File: src/rtl/core/sps_pkg.sv
// Shared types, codes and phase tables for the stepper phase sequencer.
// Depends on nothing; used by sps_update and stepper_phase_sequencer.
`default_nettype none

package sps_pkg;

   localparam int COUNT_BITS_DEFAULT = 32;

   localparam int CMD_W   = 3;
   localparam int DIR_W   = 2;
   localparam int MODE_W  = 2;
   localparam int LIMIT_W = 31;
   localparam int PHASE_W = 4;
   localparam int COIL_W  = 4;
   localparam int OUT_COUNT_W = 32;

   localparam int REQ_DATA_W = 8;
   localparam int RSP_DATA_W = 80;

   localparam logic [PHASE_W-1:0] PH_UNSET = 4'd8;
   localparam logic [PHASE_W-1:0] PH_OFF   = 4'd15;

   localparam logic [MODE_W-1:0] MODE_HALF  = 2'd0;
   localparam logic [MODE_W-1:0] MODE_WAVE  = 2'd1;
   localparam logic [MODE_W-1:0] MODE_TWO   = 2'd2;

   localparam logic CSR_EXCITATION_MODE = 1'b0;
   localparam logic CSR_STEP_LIMIT      = 1'b1;

   localparam logic [DIR_W-1:0] DIR_FORWARD = 2'b01;
   localparam logic signed [DIR_W-1:0] MOVED_NONE = 2'sb00;
   localparam logic signed [DIR_W-1:0] MOVED_FWD  = 2'sb01;
   localparam logic signed [DIR_W-1:0] MOVED_BWD  = 2'sb11;

   typedef enum logic [CMD_W-1:0] {
      CMD_LIMITED_STEP = 3'd0,
      CMD_FORCED_STEP  = 3'd1,
      CMD_POWER_ON     = 3'd2,
      CMD_POWER_OFF    = 3'd3,
      CMD_SET_HOME     = 3'd4
   } cmd_type;

   // Sequencer state other than the two counters.
   typedef struct packed {
      logic [PHASE_W-1:0] phase;
      logic [COIL_W-1:0]  coils;
      logic               powered;
      logic               homed;
   } state_type;

   // Coil pattern per phase: bit 3 is A1, bit 2 A2, bit 1 B1, bit 0 B2.
   function automatic logic [COIL_W-1:0] coil_pattern(input logic [2:0] ph);
      logic [COIL_W-1:0] pat;
      case (ph)
         3'd0: pat = 4'h5;
         3'd1: pat = 4'h4;
         3'd2: pat = 4'h6;
         3'd3: pat = 4'h2;
         3'd4: pat = 4'hA;
         3'd5: pat = 4'h8;
         3'd6: pat = 4'h9;
         3'd7: pat = 4'h1;
         default: pat = 4'h0;
      endcase
      return pat;
   endfunction

   function automatic logic [PHASE_W-1:0] next_forward(input logic [MODE_W-1:0] mode,
                                                      input logic [PHASE_W-1:0] ph);
      logic               valid;
      logic [PHASE_W-1:0] nxt;
      valid = (ph < 4'd8);
      case (mode)
         MODE_TWO: begin
            if (!valid || ph >= 4'd6)  nxt = 4'd0;
            else if (ph < 4'd2)        nxt = 4'd2;
            else if (ph < 4'd4)        nxt = 4'd4;
            else                       nxt = 4'd6;
         end
         MODE_WAVE: begin
            if (!valid || ph == 4'd0 || ph >= 4'd7) nxt = 4'd1;
            else if (ph < 4'd3)                     nxt = 4'd3;
            else if (ph < 4'd5)                     nxt = 4'd5;
            else                                    nxt = 4'd7;
         end
         default: begin
            if (!valid || ph >= 4'd7) nxt = 4'd0;
            else                      nxt = ph + 4'd1;
         end
      endcase
      return nxt;
   endfunction

   function automatic logic [PHASE_W-1:0] next_backward(input logic [MODE_W-1:0] mode,
                                                       input logic [PHASE_W-1:0] ph);
      logic [PHASE_W-1:0] nxt;
      case (mode)
         MODE_TWO: begin
            if (ph == PH_OFF || ph < 4'd2) nxt = 4'd6;
            else if (ph == PH_UNSET)       nxt = 4'd4;
            else if (ph < 4'd4)            nxt = 4'd0;
            else if (ph < 4'd6)            nxt = 4'd2;
            else                           nxt = 4'd4;
         end
         MODE_WAVE: begin
            if (ph == PH_OFF || ph < 4'd2) nxt = 4'd7;
            else if (ph == PH_UNSET)       nxt = 4'd5;
            else if (ph < 4'd4)            nxt = 4'd1;
            else if (ph < 4'd6)            nxt = 4'd3;
            else                           nxt = 4'd5;
         end
         default: begin
            if (ph == PH_OFF || ph == 4'd0) nxt = 4'd7;
            else if (ph == PH_UNSET)        nxt = 4'd0;
            else                            nxt = ph - 4'd1;
         end
      endcase
      return nxt;
   endfunction

endpackage

`default_nettype wire

File: src/rtl/core/stepper_phase_sequencer.sv
// Top level of the bipolar stepper phase sequencer: handshakes, state and result registers.
// Depends on sps_pkg and sps_update.
//
// Usage: each transfer on the req_ channel carries one command (limited step, forced
// step, power on, power off, set home) and a step direction. For every command one
// result leaves on the rsp_ channel: the coil levels, the phase code, the step taken,
// the motor and axis counts and the power, homed and accepted flags, all as they
// stand after that command.
// The csr_ channel writes the excitation mode (index 0) and the step limit (index 1);
// it is always ready and is to be written only while no command is in flight.
// A command taken on req_ is held in the input register; it is then applied to the state
// by combinational logic, and its result lands in the output register once that register
// is free. One command is taken per cycle while the receiver does not stall.
// Reset clears both counters, powers the coils down, marks the phase unset and
// sets the excitation mode and step limit to zero; no result is pending after it.
// When the receiver stalls, the result waits in the output register and one further
// command waits in the input register; req_tready then falls until rsp_tready returns.
`default_nettype none

module stepper_phase_sequencer
   import sps_pkg::*;
#(
   parameter int COUNT_BITS = COUNT_BITS_DEFAULT
) (
   input  wire logic                  clock,
   input  wire logic                  reset,
   input  wire logic                  req_tvalid,
   output logic                       req_tready,
   // [2:0] command, [4:3] direction, [7:5] zero
   input  wire logic [REQ_DATA_W-1:0] req_tdata,
   output logic                       rsp_tvalid,
   input  wire logic                  rsp_tready,
   // [0] coil_a1, [1] coil_a2, [2] coil_b1, [3] coil_b2, [7:4] phase_code,
   // [9:8] moved, [41:10] motor_count, [73:42] axis_count, [74] powered,
   // [75] homed, [76] accepted, [79:77] zero
   output logic [RSP_DATA_W-1:0]      rsp_tdata,
   input  wire logic                  csr_valid,
   output logic                       csr_ready,
   input  wire logic                  csr_index,
   input  wire logic [LIMIT_W-1:0]    csr_data
);

   logic                    in_valid_ff;
   logic [CMD_W-1:0]        in_cmd_ff;
   logic [DIR_W-1:0]        in_dir_ff;
   logic                    out_valid_ff;
   logic [RSP_DATA_W-1:0]   out_data_ff;
   logic [RSP_DATA_W-1:0]   out_data_in;
   logic [MODE_W-1:0]       mode_ff;
   logic [LIMIT_W-1:0]      limit_ff;
   state_type               state_ff;
   state_type               state_in;
   logic [COUNT_BITS-1:0]   motor_ff;
   logic [COUNT_BITS-1:0]   motor_in;
   logic [COUNT_BITS-1:0]   axis_ff;
   logic [COUNT_BITS-1:0]   axis_in;
   logic signed [DIR_W-1:0] moved;
   logic                    accepted;
   logic                    out_free;
   logic                    advance;

   assign out_free   = !out_valid_ff || rsp_tready;
   assign advance    = in_valid_ff && out_free;
   assign req_tready = !in_valid_ff || out_free;
   assign csr_ready  = 1'b1;
   assign rsp_tvalid = out_valid_ff;
   assign rsp_tdata  = out_data_ff;

   sps_update #(
      .COUNT_BITS(COUNT_BITS)
   ) u_update (
      .cmd       (in_cmd_ff),
      .dir       (in_dir_ff),
      .mode      (mode_ff),
      .limit     (limit_ff),
      .cur       (state_ff),
      .motor_cur (motor_ff),
      .axis_cur  (axis_ff),
      .nxt       (state_in),
      .motor_nxt (motor_in),
      .axis_nxt  (axis_in),
      .moved     (moved),
      .accepted  (accepted)
   );

   // Counts narrower than the output field are zero-extended, wider ones truncated.
   assign out_data_in = {3'b000, accepted, state_in.homed, state_in.powered,
                         OUT_COUNT_W'(axis_in), OUT_COUNT_W'(motor_in), moved,
                         state_in.phase, state_in.coils[0], state_in.coils[1],
                         state_in.coils[2], state_in.coils[3]};

   always_ff @(posedge clock) begin
      if (reset) begin
         in_valid_ff <= 1'b0;
      end else if (req_tready) begin
         in_valid_ff <= req_tvalid;
      end
   end

   always_ff @(posedge clock) begin
      if (req_tready && req_tvalid) begin
         in_cmd_ff <= req_tdata[CMD_W-1:0];
         in_dir_ff <= req_tdata[CMD_W+DIR_W-1:CMD_W];
      end
   end

   always_ff @(posedge clock) begin
      if (reset) begin
         out_valid_ff <= 1'b0;
      end else if (out_free) begin
         out_valid_ff <= in_valid_ff;
      end
   end

   always_ff @(posedge clock) begin
      if (advance) begin
         out_data_ff <= out_data_in;
      end
   end

   always_ff @(posedge clock) begin
      if (reset) begin
         state_ff.phase   <= PH_UNSET;
         state_ff.coils   <= '0;
         state_ff.powered <= 1'b0;
         state_ff.homed   <= 1'b0;
         motor_ff         <= '0;
         axis_ff          <= '0;
      end else if (advance) begin
         state_ff <= state_in;
         motor_ff <= motor_in;
         axis_ff  <= axis_in;
      end
   end

   always_ff @(posedge clock) begin
      if (reset) begin
         mode_ff  <= MODE_HALF;
         limit_ff <= '0;
      end else if (csr_valid && csr_ready) begin
         case (csr_index)
            CSR_EXCITATION_MODE: mode_ff  <= csr_data[MODE_W-1:0];
            CSR_STEP_LIMIT:      limit_ff <= csr_data;
            default:             limit_ff <= limit_ff;
         endcase
      end
   end

endmodule

`default_nettype wire

File: src/rtl/core/sps_update.sv
// Next-state logic of the stepper phase sequencer for one command.
// Depends on sps_pkg for the command codes, state struct and phase tables.
`default_nettype none

module sps_update
   import sps_pkg::*;
#(
   parameter int COUNT_BITS = COUNT_BITS_DEFAULT
) (
   input  wire logic [CMD_W-1:0]      cmd,
   input  wire logic [DIR_W-1:0]      dir,
   input  wire logic [MODE_W-1:0]     mode,
   input  wire logic [LIMIT_W-1:0]    limit,
   input  wire state_type             cur,
   input  wire logic [COUNT_BITS-1:0] motor_cur,
   input  wire logic [COUNT_BITS-1:0] axis_cur,
   output state_type                  nxt,
   output logic [COUNT_BITS-1:0]      motor_nxt,
   output logic [COUNT_BITS-1:0]      axis_nxt,
   output logic signed [DIR_W-1:0]    moved,
   output logic                       accepted
);

   localparam int CMP_W = (COUNT_BITS > LIMIT_W) ? COUNT_BITS : LIMIT_W;

   cmd_type            cmd_code;
   logic               is_step;
   logic               forced;
   logic               motor_neg;
   logic               fwd_ok;
   logic               bwd_ok;
   logic               take_fwd;
   logic               take_bwd;
   logic [PHASE_W-1:0] step_phase;
   logic [CMP_W-1:0]   motor_ext;
   logic [CMP_W-1:0]   limit_ext;

   assign cmd_code  = cmd_type'(cmd);
   assign forced    = (cmd_code == CMD_FORCED_STEP);
   assign is_step   = (cmd_code == CMD_LIMITED_STEP) || forced;
   assign motor_neg = motor_cur[COUNT_BITS-1];
   assign motor_ext = CMP_W'(motor_cur);
   assign limit_ext = CMP_W'(limit);

   // A negative count always lies below the limit.
   assign fwd_ok   = forced || motor_neg || (motor_ext < limit_ext);
   assign bwd_ok   = forced || (!motor_neg && (motor_cur != '0));
   assign take_fwd = is_step && (dir == DIR_FORWARD) && fwd_ok;
   assign take_bwd = is_step && dir[1] && bwd_ok;

   always_comb begin
      if (take_fwd)      step_phase = next_forward(mode, cur.phase);
      else if (take_bwd) step_phase = next_backward(mode, cur.phase);
      else               step_phase = cur.phase;
   end

   always_comb begin
      nxt       = cur;
      motor_nxt = motor_cur;
      axis_nxt  = axis_cur;
      moved     = MOVED_NONE;
      accepted  = 1'b1;
      case (cmd_code)
         CMD_LIMITED_STEP, CMD_FORCED_STEP: begin
            // An invalid phase with no step taken leaves the coils alone.
            if (step_phase < PH_UNSET) begin
               nxt.phase = step_phase;
               if (cur.powered) nxt.coils = coil_pattern(step_phase[2:0]);
            end
            if (take_fwd) begin
               moved     = MOVED_FWD;
               motor_nxt = motor_cur + COUNT_BITS'(1);
               if (!forced) axis_nxt = axis_cur + COUNT_BITS'(1);
            end else if (take_bwd) begin
               moved     = MOVED_BWD;
               motor_nxt = motor_cur - COUNT_BITS'(1);
               if (!forced) axis_nxt = axis_cur - COUNT_BITS'(1);
            end
         end
         CMD_POWER_ON: begin
            nxt.powered = 1'b1;
         end
         CMD_POWER_OFF: begin
            nxt.powered = 1'b0;
            nxt.coils   = '0;
            nxt.phase   = PH_OFF;
            nxt.homed   = 1'b0;
         end
         CMD_SET_HOME: begin
            if (cur.powered && (cur.phase < PH_UNSET)) begin
               motor_nxt = '0;
               axis_nxt  = '0;
               nxt.homed = 1'b1;
            end else begin
               accepted = 1'b0;
            end
         end
         default: begin
            accepted = 1'b1;
         end
      endcase
   end

endmodule

`default_nettype wire
File: config.mk
export PLATFORM = sky130hd
export DESIGN_NAME = stepper_phase_sequencer
export DESIGN_NICKNAME = d
export VERILOG_FILES = /design/src/rtl/core/sps_pkg.sv /design/src/rtl/core/stepper_phase_sequencer.sv /design/src/rtl/core/sps_update.sv
export SDC_FILE = /design/constraint.sdc
export NUM_CORES = 1
export LEC_CHECK = 0
export ABC_AREA = 1
export BUFFER_PORTS_ARGS = -buffer_cell sky130_fd_sc_hd__buf_2
export CAP_MARGIN = 40
export CORE_AREA = 2 2 233 235
export DETAILED_ROUTE_END_ITERATION = 12
export DIE_AREA = 0 0 235 237
export SLEW_MARGIN = 20
export SYNTH_ARGS = -nofsm -noshare
export SYNTH_HDL_FRONTEND = slang
export SYNTH_HIERARCHICAL = 1
export SYNTH_SLANG_ARGS = --single-unit
File: constraint.sdc
create_clock -name clock -period 5.27 [get_ports clock]
set_clock_uncertainty 0.15 [all_clocks]
set_input_delay 0.7905 -clock clock [delete_from_list [all_inputs] [get_ports clock]]
set_output_delay 0.7905 -clock clock [all_outputs]
set_load 0.05 [all_outputs]
==> impl_results.md <==
* Status: complete, no violations
* DR vias/cell at about 4.6
* Startpoint class of the critical path: register
* Launch point of the worst path: motor_ff[11]
* Die ar. at 55700 sq um
* Slew @ Worst Pin at between 800 and 900 ps
* Maximum number of pins on one net before global-route repair at 79
* CTS-repair resized insts at 0
* Share of layout cells above drive strength 1 at 0.119
* Setup Viol. Count Final at 0
* Multi-input gate area at about 7000 sq um
* Area Growth Syn to Fin at 13.5%
* Initial antenna violation count at 0
* CTS tree: done
* CTS sink cnt at ~190
* Hold WC Path Type: primary input to register
* Post-CTS Hold Buffers at 0
* Post-detail-place hpwl at approximately 30 mm
* Pre-antenna DRT Iters at 5
* Total CTS buffers at 17
* Die Ht at ~240 um
* Avg Synthesized Cell Area at slightly below 7 sq um
* Most area-hungry cell type in the Yosys netlist: sky130_fd_sc_hd__edfxtp_1
* Top-area cell type share of the netlist area at 0.187
* Remaining Overflow, GRT at 0
* Sequential cell area at 4650 sq um
* Clock tree root buffer cell: sky130_fd_sc_hd__clkbuf_16
* Total global routing track utilization at 0.147
* Leading register cell type out of synthesis: sky130_fd_sc_hd__dfxtp_1
* Antenna violation net count after detailed routing at 0
* Tightest slew margin relative to the limit at 0.452
* DRC marker count from the first detailed-route iteration at between 900 and 1000
* Combined area of all synthesized cells at around 13000 sq um
* Initial cell density of the core at 0.247
* Number of remaining DRC errors at 0
* Unrepaired setup endpoints after global routing: false
* Count of flip-flops with a built-in enable after synthesis at 82
* Post-layout net count at ~2100
* Number of buffers on the longest clock path at 2
* Max FO, Critical Path at 34
* Tcrit/Tclk final at 0.721
* Worst R2R Start: motor_ff[11]
* Final weighted congestion in routability-driven placement at between 0.9 and 1
* Clock slew at reported path FFs at approximately 80 ps
* Startpoint of the tightest hold check path: req_tdata[0]
* Maximum Capacitance Violations at 0
* Routed via count at 12600
* Highest achievable clock rate at around 260 MHz
* Count of buffers added by post-CTS timing repair for setup at 0
* Instance count of the mapped netlist at ~2000
* H-tree level count at 4
* Count of pins over their slew limit at 0
* Final hold violations at 0
* Non-filler cells, final at roughly 2700
* Via count of the first global-routing pass at between 10000 and 15000
* Num rows at between 80 and 90
* Number of top-level design ports at approximately 130
* Largest voltage drop on the vdd net at 0.271 mV
* Largest cells by area after synthesis: sky130_fd_sc_hd__edfxtp_1 (19%), sky130_fd_sc_hd__dfxtp_1 (17%), sky130_fd_sc_hd__nand2_1 (12%)
* Count of filler cells inserted in the layout at between 5000 and 6000
* Share of flip-flops with an asynchronous set or reset after synthesis at 0
* Register bit total from synthesis at around 190
* Total leakage power at slightly above 0.006 uW
* Number of distinct library cells after synthesis at about 50
* Clock latency reported for the late side of the worst-skew pair at 490 ps
* Type of destination of the critical path: register
* Sequential share of the synthesized area at 0.353
* Worst path required time at approximately 5500 ps
* Number of diodes at 0
* Global-route wire length before repair at 64.8 mm
* Final critical-path required period at 3800 ps
* Routed wirelength normalized by instance count at around 15 um
* Setup_tns at 0 ps
* Port-buffer cells at between 100 and 150
* Worst hold margin at 318 ps
* Number of placed instances with taps included at between 2000 and 3000
* Category of the critical setup timing path: register to register
* Die width at ~240 um
* Total power at around 4000 uW
* CORE AREA at roughly 53000 sq um
* Total routed wirelength at between 40 and 50 mm
* Areal power density over the cells at ~280 nW/um^2
* Critical path arrival at 4070 ps
* Warning count from the yosys run at 6
[metrics by stage]
stage / utilization / setup slack [ps] / cell area [sq um]
after global placement: 0.266 / 1510 / 14200
after global routing: 0.280 / 1100 / 14900
final: 0.280 / 1470 / 14900
after CTS: 0.279 / 1460 / 14900
after floorplan: - / 2050 / 13200
after detailed placement: 0.268 / 1530 / 14300
[layout by cell type, fill, tap and decap left out, types with 10 or more instances in the layout]
| cell | n |
|---|---|
| sky130_fd_sc_hd__ha_1 | 38 |
| sky130_fd_sc_hd__nand4_1 | 28 |
| sky130_fd_sc_hd__clkbuf_16 | 19 |
| sky130_fd_sc_hd__inv_2 | 17 |
| sky130_fd_sc_hd__o21ai_0 | 135 |
| sky130_fd_sc_hd__nor2_2 | 10 |
| sky130_fd_sc_hd__dfxtp_1 | 108 |
| sky130_fd_sc_hd__nand2_1 | 425 |
| sky130_fd_sc_hd__nor4_1 | 18 |
| sky130_fd_sc_hd__o21ai_1 | 26 |
| sky130_fd_sc_hd__buf_4 | 13 |
| sky130_fd_sc_hd__o22ai_1 | 17 |
| sky130_fd_sc_hd__nor3_1 | 30 |
| sky130_fd_sc_hd__buf_2 | 120 |
| sky130_fd_sc_hd__inv_1 | 210 |
| sky130_fd_sc_hd__xor2_1 | 46 |
| sky130_fd_sc_hd__edfxtp_1 | 82 |
| sky130_fd_sc_hd__nor2_1 | 288 |
| sky130_fd_sc_hd__a21oi_1 | 132 |
| sky130_fd_sc_hd__nand3_1 | 147 |
| sky130_fd_sc_hd__nand3_2 | 10 |
| sky130_fd_sc_hd__o211ai_1 | 10 |
[area by class of cell]
type                    count  share of cell area
clock buffers              21              0.0324
clock inverters            11             0.00889
inverters                 228              0.0574
repair buffers            140              0.0573
flip-flops and latches    191               0.311
well taps                 696              0.0583
multi-input cells        1424               0.474
[Yosys cell counts (3+ instances only)]
library cell	n
sky130_fd_sc_hd__nand3b_1	3
sky130_fd_sc_hd__nor2_2	11
sky130_fd_sc_hd__nor4_1	18
sky130_fd_sc_hd__nand3_2	10
sky130_fd_sc_hd__inv_1	211
sky130_fd_sc_hd__o22ai_1	17
sky130_fd_sc_hd__nor2_1	288
sky130_fd_sc_hd__buf_4	16
sky130_fd_sc_hd__nor3_2	5
sky130_fd_sc_hd__nor2_4	5
sky130_fd_sc_hd__a211o_1	8
sky130_fd_sc_hd__a21oi_1	132
sky130_fd_sc_hd__o21ai_1	26
sky130_fd_sc_hd__nand4_1	28
sky130_fd_sc_hd__or2_1	5
sky130_fd_sc_hd__nand2_2	10
sky130_fd_sc_hd__nand3_1	147
sky130_fd_sc_hd__buf_1	3
sky130_fd_sc_hd__nand2_1	425
sky130_fd_sc_hd__ha_1	38
sky130_fd_sc_hd__dfxtp_1	109
sky130_fd_sc_hd__clkbuf_1	37
sky130_fd_sc_hd__edfxtp_1	82
sky130_fd_sc_hd__buf_6	9
sky130_fd_sc_hd__o21ai_0	135
sky130_fd_sc_hd__o211ai_1	10
sky130_fd_sc_hd__inv_2	17
sky130_fd_sc_hd__nor3_1	30
sky130_fd_sc_hd__xor2_1	46
sky130_fd_sc_hd__buf_2	45
[cell families after synthesis]
kind of cell | after synthesis | synth area share
fa+ha+maj | 38 | 0.0361
buf+inv | 338 | 0.110
xor+xnor | 47 | 0.0313
simple gates | 991 | 0.327
flops | 191 | 0.353
compound gates | 344 | 0.142
other cells | 2 | 0.000571
[critical path: stages, from the launching register on]
cell and delay (ps):
sky130_fd_sc_hd__dfxtp_1 660, sky130_fd_sc_hd__ha_1 350, sky130_fd_sc_hd__nand2_1 70, sky130_fd_sc_hd__inv_1 60, sky130_fd_sc_hd__nand3_1 60, sky130_fd_sc_hd__a31oi_1 80
sky130_fd_sc_hd__nor2_1 90, sky130_fd_sc_hd__nand2_1 120, sky130_fd_sc_hd__nand2_1 90, sky130_fd_sc_hd__nand2_1 150, sky130_fd_sc_hd__nand2_2 200, sky130_fd_sc_hd__nand2_2 370
sky130_fd_sc_hd__buf_12 330, sky130_fd_sc_hd__o21ai_2 120, sky130_fd_sc_hd__o211ai_1 190, sky130_fd_sc_hd__nand2_1 100, sky130_fd_sc_hd__nand2_1 50, sky130_fd_sc_hd__o21ai_1 190
sky130_fd_sc_hd__inv_1 60, sky130_fd_sc_hd__nand3_1 70, sky130_fd_sc_hd__nand2_1 60, sky130_fd_sc_hd__nor2_1 90
[registers in the layout, summed over array words and instances, names as in the netlist]
register,flops
rsp_tdata,77
state_ff,10
limit_ff,31
motor_ff,32
in_valid_ff,1
axis_ff,32
in_dir_ff,2
mode_ff,2
rsp_tvalid,1
in_cmd_ff,3
[power breakdown]
group | leakage [uW] | internal (uW) | total [uW] | switching (uW)
combinational | 0.00409 | 295 | 972 | 678
sequential | 0.00168 | 1650 | 1760 | 110
clock | 0.000304 | 729 | 1380 | 655
total | 0.00608 | 2670 | 4110 | 1440
[metal layers]
| layer | wire [um] | global-route usage |
|---|---|---|
| met1 | 19000 | 0.186 |
| met2 | 19400 | 0.246 |
| met3 | 1710 | 0.0318 |
| met4 | 959 | 0.0535 |
| met5 | 0 | 0 |
[path summary, 6_finish.rpt]
path	to	slack (ps)	cells after the start
worst min register to register	limit_ff[17]	330	2
worst max register to register	axis_ff[17]	1470	21
worst max-delay path	axis_ff[17]	1470	21
worst min-delay path	in_cmd_ff[0]	320	1
Power figures use the tool's default switching activity.
